$ cat src/hdl/csr_spmv_pkg.sv
// ----------------------------------------------------------------------------
// csr_spmv_pkg
// Shared types and constants of the CSR sparse matrix times vector unit.
// ----------------------------------------------------------------------------
`default_nettype none

package csr_spmv_pkg;

  localparam int MAX_SIZE   = 1024;
  localparam int POS_W      = 10;
  localparam int ADDR_W     = $clog2(MAX_SIZE);
  localparam int SIZE_W     = 11;
  localparam int VAL_W      = 32;
  localparam int PROD_W     = 2 * VAL_W;
  localparam int FRAC_W     = 16;
  localparam int ACC_W      = 48;
  localparam int Q_DEPTH    = 4;
  localparam int Q_PTR_W    = $clog2(Q_DEPTH);
  localparam int Q_CNT_W    = $clog2(Q_DEPTH + 1);

  // input command codes
  typedef enum logic [1:0] {
    CMD_LOAD    = 2'd0,
    CMD_ENTRY   = 2'd1,
    CMD_ROW_END = 2'd2
  } cmd_t;

  // work kinds handed from the front to the back
  typedef enum logic [1:0] {
    OP_LOAD    = 2'd0,
    OP_MAC     = 2'd1,
    OP_SKIP    = 2'd2,
    OP_ROW_END = 2'd3
  } op_t;

  typedef struct packed {
    op_t              op;
    logic [POS_W-1:0] pos;
    logic [VAL_W-1:0] value;
  } q_entry_t;

endpackage

`default_nettype wire

$ cat src/hdl/csr_spmv_front.sv
// ----------------------------------------------------------------------------
// csr_spmv_front
// Holds the size register, accepts commands and classifies them into work
// for the back end.
// ----------------------------------------------------------------------------
`default_nettype none

module csr_spmv_front (
  input  logic                           clk,
  input  logic                           rst,
  input  logic                           start,
  input  logic [1:0]                     cmd,
  input  logic [csr_spmv_pkg::POS_W-1:0] position,
  input  logic signed [31:0]             operand_value,
  input  logic                           matrix_size_we,
  input  logic [csr_spmv_pkg::SIZE_W-1:0] matrix_size,
  input  logic                           q_full,
  output logic                           busy,
  output logic                           push,
  output csr_spmv_pkg::q_entry_t         push_entry,
  output logic [csr_spmv_pkg::ADDR_W-1:0] size_m1
);
  import csr_spmv_pkg::*;

  logic [SIZE_W-1:0] size_reg;
  logic              accept;

  always_ff @(posedge clk) begin
    if (rst) begin
      size_reg <= SIZE_W'(MAX_SIZE);
    end else if (matrix_size_we) begin
      size_reg <= matrix_size;
    end
  end

  // zero counts as one, anything past the store depth as the full depth
  always_comb begin
    if (size_reg == '0) begin
      size_m1 = '0;
    end else if (size_reg >= SIZE_W'(MAX_SIZE)) begin
      size_m1 = ADDR_W'(MAX_SIZE - 1);
    end else begin
      size_m1 = ADDR_W'(size_reg - SIZE_W'(1));
    end
  end

  assign busy   = q_full;
  assign accept = start && !busy;

  always_comb begin
    push             = 1'b0;
    push_entry.op    = OP_LOAD;
    push_entry.pos   = position;
    push_entry.value = operand_value;
    if (accept) begin
      unique case (cmd)
        CMD_LOAD: begin
          push          = 1'b1;
          push_entry.op = OP_LOAD;
        end
        CMD_ENTRY: begin
          push          = 1'b1;
          push_entry.op = (ADDR_W'(position) > size_m1) ? OP_SKIP : OP_MAC;
        end
        CMD_ROW_END: begin
          push          = 1'b1;
          push_entry.op = OP_ROW_END;
        end
        default: begin
          push = 1'b0;
        end
      endcase
    end
  end

endmodule

`default_nettype wire

$ cat config.mk
export PLATFORM = sky130hd
export DESIGN_NAME = csr_spmv_front
export DESIGN_NICKNAME = d
export VERILOG_FILES = /design/src/hdl/csr_spmv_pkg.sv /design/src/hdl/csr_spmv_front.sv
export SDC_FILE = /design/constraint.sdc
export NUM_CORES = 1
export LEC_CHECK = 0
export ABC_AREA = 1
export BUFFER_PORTS_ARGS = -buffer_cell sky130_fd_sc_hd__buf_2
export CAP_MARGIN = 20
export CORE_UTILIZATION = 41
export CTS_CLUSTER_SIZE = 24
export DETAILED_ROUTE_END_ITERATION = 7
export PLACE_DENSITY = 0.95
export SKIP_CTS_REPAIR_TIMING = 1
export SYNTH_ARGS = -nofsm -noshare
export SYNTH_HDL_FRONTEND = slang
export SYNTH_SLANG_ARGS = --single-unit
$ cat constraint.sdc
create_clock -name clk -period 5.9 [get_ports clk]
set_input_delay 0.59 -clock clk [delete_from_list [all_inputs] [get_ports clk]]
set_output_delay 0.59 -clock clk [all_outputs]
set_load 0.1 [all_outputs]
==> metrics.txt <==
non-filler cells, final 254; Synth area leader buf_4; min cycle time layout between 3 and 4 ns; count of input and output buffers between 50 and 60; Area growth syn-to-layout 0.374%; Worst Path Buf+Inv 4; Core Area slightly above 3000 sq um; Yosys Warn Count 0; fraction of registers with async set/reset 0%; H-tree depth 1; most frequent cells after synthesis 43 x buf_4, 39 x nand2_1, 31 x inv_1, 14 x ha_1, 12 x nor2_1; gr usage total between 10% and 20%; initial antenna violation count 0; compound-cell area share of the yosys netlist 10.5%; post-synthesis instance total 200; final setup violation count 0; DRC 0; largest family of logic cells by synthesized area buffers and inverters; routed metal-1 wirelength around 1100 microns; Final Max Slew Viols 0; CP endpoint kind output port; worst-path cell chain inv_1, ha_1, nand2_1, nor2_4, nand3_4, clkinv_2, nand3_1, nand3_1, inv_1, ha_1, nand2_1, nor2_1, nand3_1, nand3_1, nand3_1, a21oi_1, buf_2; Die Span Y ~59 microns; crit-path most repeated cell nand3_1; VDD IR max just over 100 uV; period utilisation layout between 50% and 60%; RSZ-0062 raised after global routing false; Site Rows 20; sequential-to-total area share from yosys stat 16.5%; drt pass-1 iters 4; Worst path max stage delay ~0.44 ns; Post-DP HPWL just over 2000 microns; relative slew slack 67.4%; Detail Route met2 WL between 1000 and 1500 microns; fmax roughly 0.29 GHz; number of flops mapped to enable cells by yosys 0; syn avg cell area between 6 and 7 sq um; worst r2r dst size_reg[10]; Synth Area in XOR/XNOR 0%; syn nets roughly 270; 1st-iter DRT viols 32; post-synthesis mux area share 0%; startpoint types register; adder-cell share of the synthesized area 13.1%; global-route wire length before repair about 3900 microns; most common cell in the netlist buf_4; grt ovf 0; outcome complete, no violations; Cell Area, Synth approximately 1300 sq um; Hold WC Path Type reg2reg; FF-to-FF setup slack roughly 5.0 ns; Largest register FFs 11; initial core utilization between 40% and 50%; Worst Path Required 5.31 ns; vias in the first global route between 900 and 1,000; crit path to push_entry[43]; routability cong. approximately 0.79; CTS tree yes; leakage about 0.75 nW; CTS Buf Count 3; Die Span X approximately 60 microns; proportion of layout cells with a drive suffix above 1 between 30% and 40%; die area around 3500 sq um; worst slew pin tran 0.492 ns; CP Max Fanout 4; Crit Path Category reg2out; Crit path arrival time slightly below 3 ns; RR Startpoint size_reg[10]; vias per inst between 4 and 5; CTS clk-pin slew, worst paths about 0.060 ns; top_reg_cell synth dfxtp_1; Yosys cell types 23; Final Skew 0 ns; # diodes 0; slowest cell on the critical path buf_2; Stages on worst setup path 17; clk root buf clkbuf_4; pin count of the biggest net entering global routing 18; Synth top area share about 24%; Final Hold Fails 0; ANT nets after route 0; launch point of the worst hold path size_reg[8]; top routing layer used met4; worst skew pair latency approximately 0.26 ns; setup TNS 0 ns; Simple-Gate Fraction of Synth Area between 20% and 30%; wire per inst approximately 9.3 microns; Final Net Count 285; num ports roughly 120; crit path from size_reg[0]; vias between 1,000 and 1,500; final WL between 2000 and 2500 microns; clk buf depth 2; wire length on met3 about 120 microns; Placed Instances 250; Largest delay share family, worst path simple AND/OR/NAND/NOR gates; R2R cell count 2; clk sinks 11; synthesized flop and latch total 11; max_cap viols 0; Pwr Density 215 nW/um^2; top post-synthesis cells by area buf_4 24%, dfxtp_1 16%, ha_1 13%
logic make-up after synthesis:
group / after synthesis
AOI/OAI and AO/OA: 24
and+or+nand+nor: 72
buffers and inverters: 79
adders and majority gates: 14
DFF: 11
layer usage:
| metal | global-route usage, % | vias up |
|---|---|---|
| met3 | 1.53 | 4 |
| li1 | - | 607 |
| met5 | 0 | - |
| met4 | 6.46 | 0 |
| met2 | 24.0 | 38 |
| met1 | 17.3 | 481 |
power breakdown:
| group | switching (W) | leakage, nW | internal (W) |
|---|---|---|---|
| logic | 0.000123 | 0.648 | 0.0000341 |
| registers | 0.00000350 | 0.0913 | 0.0000792 |
| clock network | 0.0000227 | 0.0150 | 0.0000261 |
cells in the final DEF (no fill, tap or decap), types with 2 or more instances in the layout:
cell type,netlist,final
nor2_2,2,2
nor2_1,12,12
o21ai_0,6,6
dfxtp_1,11,11
nand4_1,3,3
nand2_2,2,2
buf_2,1,51
clkbuf_4,0,3
ha_1,14,14
a21oi_1,10,10
nand2_1,39,39
a211oi_1,7,7
nand3_1,10,10
inv_1,31,31
worst reg2reg max path, cell delays in order, from the launching register on:
cell and delay [ns]:
dfxtp_1 0.42, inv_1 0.20, o21ai_0 0.19
metrics by stage:
stage / util (%) / hold slack (ns) / setup slack (ns) / total power [W] / instance area, sq um
floorplan: - / 0.450 / 1.17 / 0.000320 / 1340
global placement: 42.8 / 0.472 / 2.73 / 0.000240 / 1320
detailed placement: 42.8 / 0.478 / 2.67 / 0.000242 / 1320
CTS: 43.6 / 0.487 / 2.38 / 0.000292 / 1340
global route: 43.6 / 0.523 / 2.11 / 0.000307 / 1340
finish: 43.6 / 0.486 / 2.41 / 0.000288 / 1340
final cells by class:
type                            count  area [sq um]
Sequential cell                    11           220
Multi-Input combinational cell    110           657
Inverter                           34           129
Fill cell                         326          1740
Tap cell                           44          55.1
Timing Repair Buffer               51           255
Clock buffer                        4          26.3
worst min-delay path by stage:
stage	cells past startpoint	slack [ns]	to
2_1_floorplan	2	0.45	size_reg[8]
3_3_place_gp	2	0.47	size_reg[8]
3_5_place_dp	2	0.48	size_reg[8]
4_1_cts	2	0.49	size_reg[8]
5_1_grt	2	0.52	size_reg[1]
6_report	2	0.49	size_reg[8]
Power figures use the tool's default switching activity.
