### config.mk
export PLATFORM = sky130hd
export DESIGN_NAME = csr_spmv_queue
export DESIGN_NICKNAME = d
export VERILOG_FILES = /design/src/hdl/csr_spmv_pkg.sv /design/src/hdl/csr_spmv_queue.sv
export SDC_FILE = /design/constraint.sdc
export NUM_CORES = 1
export LEC_CHECK = 0
export BUFFER_PORTS_ARGS = -buffer_cell sky130_fd_sc_hd__clkbuf_2
export CAP_MARGIN = 20
export CORE_AREA = 2 2 134 136
export DETAILED_ROUTE_END_ITERATION = 6
export DIE_AREA = 0 0 136 138
export GPL_TIMING_DRIVEN = 0
export PLACE_DENSITY = 0.57
export SETUP_SLACK_MARGIN = 0.3
export SKIP_LAST_GASP = 1
export SLEW_MARGIN = 20
export SYNTH_ARGS = -nofsm -noshare
export SYNTH_HDL_FRONTEND = slang
export SYNTH_SLANG_ARGS = --single-unit
### constraint.sdc
create_clock -name clk -period 6.7 [get_ports clk]
set_input_delay 0.67 -clock clk [delete_from_list [all_inputs] [get_ports clk]]
set_output_delay 0.67 -clock clk [all_outputs]
set_load 0.02 [all_outputs]
### src/hdl/csr_spmv_pkg.sv
// ----------------------------------------------------------------------------
// csr_spmv_pkg
// Shared types and constants of the CSR sparse matrix times vector unit.
// ----------------------------------------------------------------------------
`default_nettype none

package csr_spmv_pkg;

  localparam int MAX_SIZE   = 1024;
  localparam int POS_W      = 10;
  localparam int ADDR_W     = $clog2(MAX_SIZE);
  localparam int SIZE_W     = 11;
  localparam int VAL_W      = 32;
  localparam int PROD_W     = 2 * VAL_W;
  localparam int FRAC_W     = 16;
  localparam int ACC_W      = 48;
  localparam int Q_DEPTH    = 4;
  localparam int Q_PTR_W    = $clog2(Q_DEPTH);
  localparam int Q_CNT_W    = $clog2(Q_DEPTH + 1);

  // input command codes
  typedef enum logic [1:0] {
    CMD_LOAD    = 2'd0,
    CMD_ENTRY   = 2'd1,
    CMD_ROW_END = 2'd2
  } cmd_t;

  // work kinds handed from the front to the back
  typedef enum logic [1:0] {
    OP_LOAD    = 2'd0,
    OP_MAC     = 2'd1,
    OP_SKIP    = 2'd2,
    OP_ROW_END = 2'd3
  } op_t;

  typedef struct packed {
    op_t              op;
    logic [POS_W-1:0] pos;
    logic [VAL_W-1:0] value;
  } q_entry_t;

endpackage

`default_nettype wire

### src/hdl/csr_spmv_queue.sv
// ----------------------------------------------------------------------------
// csr_spmv_queue
// Short first-in first-out queue between the front and the back end.
// ----------------------------------------------------------------------------
`default_nettype none

module csr_spmv_queue (
  input  logic                   clk,
  input  logic                   rst,
  input  logic                   push,
  input  csr_spmv_pkg::q_entry_t push_entry,
  input  logic                   pop,
  output logic                   full,
  output logic                   not_empty,
  output csr_spmv_pkg::q_entry_t head
);
  import csr_spmv_pkg::*;

  q_entry_t           slots [Q_DEPTH];
  logic [Q_PTR_W-1:0] wr_ptr;
  logic [Q_PTR_W-1:0] rd_ptr;
  logic [Q_CNT_W-1:0] count;
  logic               do_push;
  logic               do_pop;

  assign full      = (count == Q_CNT_W'(Q_DEPTH));
  assign not_empty = (count != '0);
  assign do_push   = push && !full;
  assign do_pop    = pop && not_empty;
  assign head      = slots[rd_ptr];

  always_ff @(posedge clk) begin
    if (do_push) begin
      slots[wr_ptr] <= push_entry;
    end
  end

  always_ff @(posedge clk) begin
    if (rst) begin
      wr_ptr <= '0;
      rd_ptr <= '0;
      count  <= '0;
    end else begin
      if (do_push) begin
        wr_ptr <= (wr_ptr == Q_PTR_W'(Q_DEPTH - 1)) ? '0 : wr_ptr + Q_PTR_W'(1);
      end
      if (do_pop) begin
        rd_ptr <= (rd_ptr == Q_PTR_W'(Q_DEPTH - 1)) ? '0 : rd_ptr + Q_PTR_W'(1);
      end
      unique case ({do_push, do_pop})
        2'b10:   count <= count + Q_CNT_W'(1);
        2'b01:   count <= count - Q_CNT_W'(1);
        default: count <= count;
      endcase
    end
  end

endmodule

`default_nettype wire

==> results by group, run 1 <==
Yosys
  • Ys flop type: edfxtp_1
  • Synth Area in Compound Gates: 0.767%
  • Share of flip-flops with an asynchronous set or reset: 0%
  • Commonest cells post-synth: edfxtp_1 (176), mux4_2 (44), dfxtp_1 (9), inv_1 (8), ha_1 (6)
  • Post-Syn Nets: 339
  • Post-synth top area share: between 70% and 80%
  • Number of flops mapped to enable cells by yosys: roughly 180
  • Post-Syn Instances: roughly 280
  • Synth Area in Simple Gates: 1.48%
  • Synth area leader: edfxtp_1
  • Post-synthesis xor/xnor area fraction: 0.256%
  • Synthesized area per cell: 24.1 µm²
  • Post-synth cell types: 27
  • Post-synthesis adder-cell area fraction: 1.39%
  • Synth area leaders: edfxtp_1 (77%), mux4_2 (14%), dfxtp_1 (2.6%)
  • Seq/Total Area, Yosys: roughly 80%
  • Mux share of post-synthesis cell area: between 10 and 15%
  • Count leader, synth: edfxtp_1
  • Largest family of logic cells by synthesized area: multiplexers
  • Syn Std Cell Area: 6850 µm²
  • Yosys reg bits: 185
  • Ys Warns: 0

Clock network
  • Clk sinks: 185
  • Root Driver: clkbuf_16
  • CTS Hold Bufs: 0
  • Total CTS buffers: 17
  • Clk pin slew, worst setup/hold paths: 0.06 ns
  • CTS Buffer Depth: 2
  • Post_cts resized: 0
  • # H-tree levels: 4
  • Clock Latency Late Sink: between 0.4 and 0.5 ns
  • Post-CTS Repair Setup Buffers: 0
  • CTS tree: yes

Worst setup path
  • Worst Setup Path Type: register to primary output
  • CP max FO: 10
  • CP required: 6.03 ns
  • CP top delay family: buffers and inverters
  • Slowest Stage Delay on Critical Path: about 0.54 ns
  • CP startpoint kind: register
  • CP bufs+invs: 3
  • Worst path arrival time: 2.08 ns
  • R2R Path Start: count[2]$_SDFFE_PP0P_
  • CP endpoint kind: primary output
  • Slowest CP cell: buf_1
  • Worst-path cell chain: buf_2 -> buf_1 -> mux4_2 -> clkbuf_2

Run status
  • Status: finished clean

Timing
  • Fmax: around 0.36 GHz
  • Setup TNS: 0 ns
  • Worst slew pin tran: 0.737 ns
  • Final Max Tran Viols: 0
  • Relative slew slack: 50.9%
  • Fin crit share: 41.0%
  • Final setup viols: 0
  • Final hold violations: 0
  • RSZ-0062 raised after global routing: no
  • Tmin final: 2.75 ns
  • Worst Clk Skew: between 0.007 and 0.008 ns
  • Hold WS: 0.465 ns

Drt
  • First-pass DRT Iterations: 6
  • DRC viols: 0
  • Post-Route WL: 11700 µm
  • DRT iter0 DRCs: ~200
  • Routed WL per cell: 18.4 µm
  • Via-per-instance ratio: 4.91
  • Post-route ant nets: 0
  • Vias: 3130

Power and ir drop
  • Overall power: 3.02 mW
  • Clock power frac: 29.3%
  • P_leak: 2.77 nW
  • Switching pwr: approximately 0.85 mW
  • Register share of total power: 46.9%
  • Comb pwr share: 23.8%
  • VDD IR max: 190 µV
  • Internal Power: ~2.2 mW
  • Net Sw Frac: 28.3%
  • PD cells: 370 nW/µm²

Floorplanning
  • Die X: 136 µm
  • Std-Cell Rows: 49
  • Core Box Area: 17500 µm²
  • Die height: about 140 µm
  • Total die area: approximately 19000 µm²
  • IO Count: 94
  • Initial Util: 39.1%

GRT
  • Largest net degree at the start of global routing: 45
  • First-pass GRT wire length: ~18000 µm
  • Congestion Overflow GR: 0
  • Overall routing resource usage: a little over an eighth
  • Initial antenna violation count: 1
  • Vias in the first global route: 3330

Placement
  • Port bufs: 92
  • DPL Wire Length: 6890 µm
  • GPL Wtd Cong: 0.673

Final layout
  • Inserted Diodes: 0
  • Final #Nets: 451
  • Register area: 5470 µm²
  • P&R area growth vs syn: 19.2%
  • Layout cell share with drive strength beyond 1: 44.3%
  • Multi-input combinational cell area: roughly 1300 µm²
  • Fillers: 1523

Min path
  • Worst Hold Class: primary input to register
  • Hold_sp: push_entry[15]

Run
  • Max-Cap Viols: 0
## power by group through the flow
stage / combinational, mW / clock, mW / sequential (mW)
global placement: 0.724 / 0 / 1.44
global route: 0.780 / 0.961 / 1.43
detailed placement: 0.740 / 0 / 1.44
finish: 0.721 / 0.885 / 1.42
CTS: 0.742 / 0.910 / 1.42
floorplan: 0.513 / 0 / 1.43
## metrics by stage
step / instance area (µm²) / utilization (%) / setup WS (ns) / std cells
after floorplan: 6850 / - / 4.36 / 284
after global placement: 7600 / 43.3 / 3.42 / 605
after detailed placement: 7630 / 43.5 / 4.20 / 606
after CTS: 8160 / 46.5 / 3.88 / 638
after global routing: 8160 / 46.5 / 3.82 / 638
final: 8160 / 46.5 / 3.95 / 638
## routing by layer
metal / vias up / GRT usage (%) / wire length (µm)
li1: 1417 / - / -
met4: 2 / 5.87 / 216
met3: 23 / 4.07 / 578
met1: 1613 / 16.2 / 4840
met5: - / 0 / 12
met2: 75 / 22.0 / 6080
## worst register-to-register path, delay by kind of cell (launching register included)
kind	cells	cell delay, ns
buffers and inverters	3	0.26
xor gates and xnor gates	1	0.16
adders and majority gates	2	0.56
DFF	1	0.38
and+or+nand+nor	3	0.95
AOI/OAI and AO/OA	1	0.15
## cells by family (layout without fill, tap and decap cells)
family                   after synthesis  after routing
multiplexers                          45             45
adder cells (fa/ha/maj)                7              7
XOR/XNOR                               2              2
AND/OR/NAND/NOR                       17             17
flip-flops                           185            185
AO/OA/AOI/OAI                          8              8
buffers and inverters                 20            145
## registers in the layout, indices dropped and copies added (netlist names), named ones only
name	cells
slots	176
count	3
rd_ptr	2
wr_ptr	2
## layout make-up
cell class	instances	share of cell area, %
timing repair buffer	93	5.89
clock inverter	13	1.18
sequential	185	67.0
inverter	8	0.368
buffer	12	1.06
clock buffer	19	5.30
tap	229	3.51
multi-input combinational	79	15.7
## final timing paths
check / endpoint / cells past startpoint / slack (ns)
max: head[27] / 4 / 3.95
min: slots[1][15]$_DFFE_PP_ / 1 / 0.46
max reg2reg: count[2]$_SDFFE_PP0P_ / 10 / 4.18
min reg2reg: register / 2 / 0.51
## cells in the final DEF (no fill, tap or decap), drive strengths merged
cell	netlist	routed
a21o	1	1
a21oi	4	4
and2	1	1
and3	4	4
buf	10	11
clkbuf	2	113
clkinv	0	7
clkinvlp	0	3
dfxtp	9	9
edfxtp	176	176
fa	1	1
ha	6	6
inv	8	11
mux2i	1	1
mux4	44	44
nand2	1	1
nand3	2	2
nor2	4	4
nor3	1	1
o21ai	1	1
o31ai	2	2
or3	3	3
or3b	1	1
xor2	2	2
Power figures use the tool's default switching activity.
==> run 2, diff against run 1 <==
==> constraint.sdc (replaced) <==
create_clock -name clk -period 2.7 [get_ports clk]
set_input_delay 0.27 -clock clk [delete_from_list [all_inputs] [get_ports clk]]
set_output_delay 0.27 -clock clk [all_outputs]
set_load 0.02 [all_outputs]
==> results by group, run 2 (synthesis gave the netlist of run 1 again) <==
Timing
  • Fmax: 0.431 GHz
  • Relative slew slack: approximately half
  • Tmin final: 2.32 ns
  • Final hold violations: 0
  • Final Max Tran Viols: 0
  • Final setup viols: 0
  • Fin crit share: 85.9%
  • Worst setup margin: 0.381 ns
  • Worst slew pin tran: 0.737 ns
  • Worst Clk Skew: 0.00755 ns
  • RSZ-0062 raised after global routing: no

Final layout
  • Max reg flops: 176
  • Register area: 5470 µm²
  • P&R area growth vs syn: 19.6%
  • Top reg by flops: slots
  • Largest regs: slots (176), count (3)
  • Layout Utilization: 46.7%
  • Layout cell share with drive strength beyond 1: between 40% and 50%
  • Most common cell after layout, fill and taps aside: edfxtp_1
  • Most frequent cells in the layout: edfxtp_1 (176), clkbuf_2 (94), mux4_2 (44)
  • Multi-input combinational cell area: 1300 µm²
  • Inserted Diodes: 0
  • Final #Nets: 452
  • Fillers: 1523

Drt
  • DR WL met3: ~570 µm
  • Post-route ant nets: 0
  • Post-Route WL: 11700 µm
  • Wire length on met1: between 4000 and 5000 µm
  • Max layer used: met5
  • Vias: 3149
  • Routed WL per cell: 18.4 µm
  • First-pass DRT Iterations: 6
  • Detailed-routed wire length on met2: 6070 µm
  • Via-per-instance ratio: 4.93
  • DRT iter0 DRCs: 210
  • DRC viols: 0

Placement
  • DPL Wire Length: 6890 µm
  • Port bufs: 92
  • Pre-CTS WS: 0.196 ns
  • GPL Wtd Cong: 0.673

Power and ir drop
  • Switching pwr: 2.13 mW
  • Comb pwr share: roughly a quarter
  • Register share of total power: a little under half
  • P_leak: 2.79 nW
  • Overall power: 7.53 mW
  • PD cells: roughly 920 nW/µm²
  • Net Sw Frac: 28.3%
  • VDD IR max: 474 µV
  • Clock power frac: just under 30%
  • Internal Power: 5.40 mW

Run
  • Max-Cap Viols: 0

Clock network
  • CTS tree: yes
  • Clock Latency Late Sink: 0.42 ns
  • Total CTS buffers: 17
  • # H-tree levels: 4
  • CTS Hold Bufs: 0
  • CTS Buffer Depth: 2
  • Clk pin slew, worst setup/hold paths: 0.07 ns
  • Root Driver: clkbuf_16
  • Clk sinks: between 150 and 200

Worst setup path
  • CP startpoint kind: register
  • CP max FO: 5
  • CP endpoint kind: register
  • Worst Setup Path Type: register to register
  • CP required: 3.05 ns
  • Worst path arrival time: 2.67 ns

Floorplanning
  • Die height: 138 µm
  • Std-Cell Rows: 49
  • IO Count: 94
  • Die X: 136 µm
  • Initial Util: 39.1%
  • Core Box Area: 17500 µm²
  • Total die area: between 15000 and 20000 µm²

Min path
  • Worst Hold Class: primary input to register

GRT
  • Congestion Overflow GR: 0
  • Largest net degree at the start of global routing: 45
  • Overall routing resource usage: about 13%
  • Vias in the first global route: 3339
  • First-pass GRT wire length: around 18000 µm
  • Initial antenna violation count: 1

Run status
  • Status: finished clean
==> run 2: cell count changes in the layout (fill, tap and decap cells not counted), moves of 2 or more <==
cell	change
buf_1	-2
clkbuf_2	+2
dfxtp_1	-3
dfxtp_2	+3
==> run 2: area by class of cell <==
type	instances	share of cell area, %
Sequential cell	185	66.8
Multi-Input combinational cell	79	15.8
Timing Repair Buffer	94	5.96
Clock buffer	19	5.29
Tap cell	229	3.50
Clock inverter	13	1.18
Buffer	12	1.10
Inverter	8	0.367
==> run 2: worst paths after layout <==
path	start	end	slack, ns	depth (start not counted)
setup / recovery	count[0]$_SDFFE_PP0P_	count[2]$_SDFFE_PP0P_	0.38	10
setup reg to reg	count[0]$_SDFFE_PP0P_	count[2]$_SDFFE_PP0P_	0.38	10
hold reg to reg	rd_ptr[0]$_SDFFE_PP0P_	register	0.51	2
hold / removal	push_entry[15]	slots[1][15]$_DFFE_PP_	0.06	1
==> run 2: layer usage <==
metal	vias up	track usage [%]
met5	-	0
met3	24	4.07
met4	2	5.87
met1	1635	16.3
li1	1418	-
met2	70	22.0
==> run 2: power groups by stage <==
stage / sequential (mW) / combinational [mW] / clock [mW]
after floorplan: 3.56 / 1.27 / 0
after global placement: 3.57 / 1.80 / 0
after detailed placement: 3.58 / 1.84 / 0
after CTS: 3.52 / 1.85 / 2.26
after global routing: 3.54 / 1.96 / 2.39
final: 3.52 / 1.81 / 2.20
==> run 2: stage by stage <==
stage               cells  hold slack [ns]  TNS (ns)  area (µm²)
floorplan             284            0.369         0        6850
global placement      605            0.478    -16.83        7600
detailed placement    606            0.492         0        7630
CTS                   639           0.0438         0        8180
global route          639           0.0447         0        8190
finish                639           0.0639         0        8190
==> run 2: repair_timing <==
action                     CTS  global route
setup endpoints to repair    9            11
resized for setup            7             3
pin swaps                    1             0
setup buffers                1             0
==> run 2: worst max-delay path, stage by stage (launching register included) <==
cell and delay (ns):
dfxtp_2 0.34, or3b_1 0.39, buf_6 0.13, and2_4 0.15, inv_1 0.05, ha_2 0.18, inv_1 0.05, fa_2 0.33
xor2_1 0.16, or3_4 0.33, a21oi_2 0.13
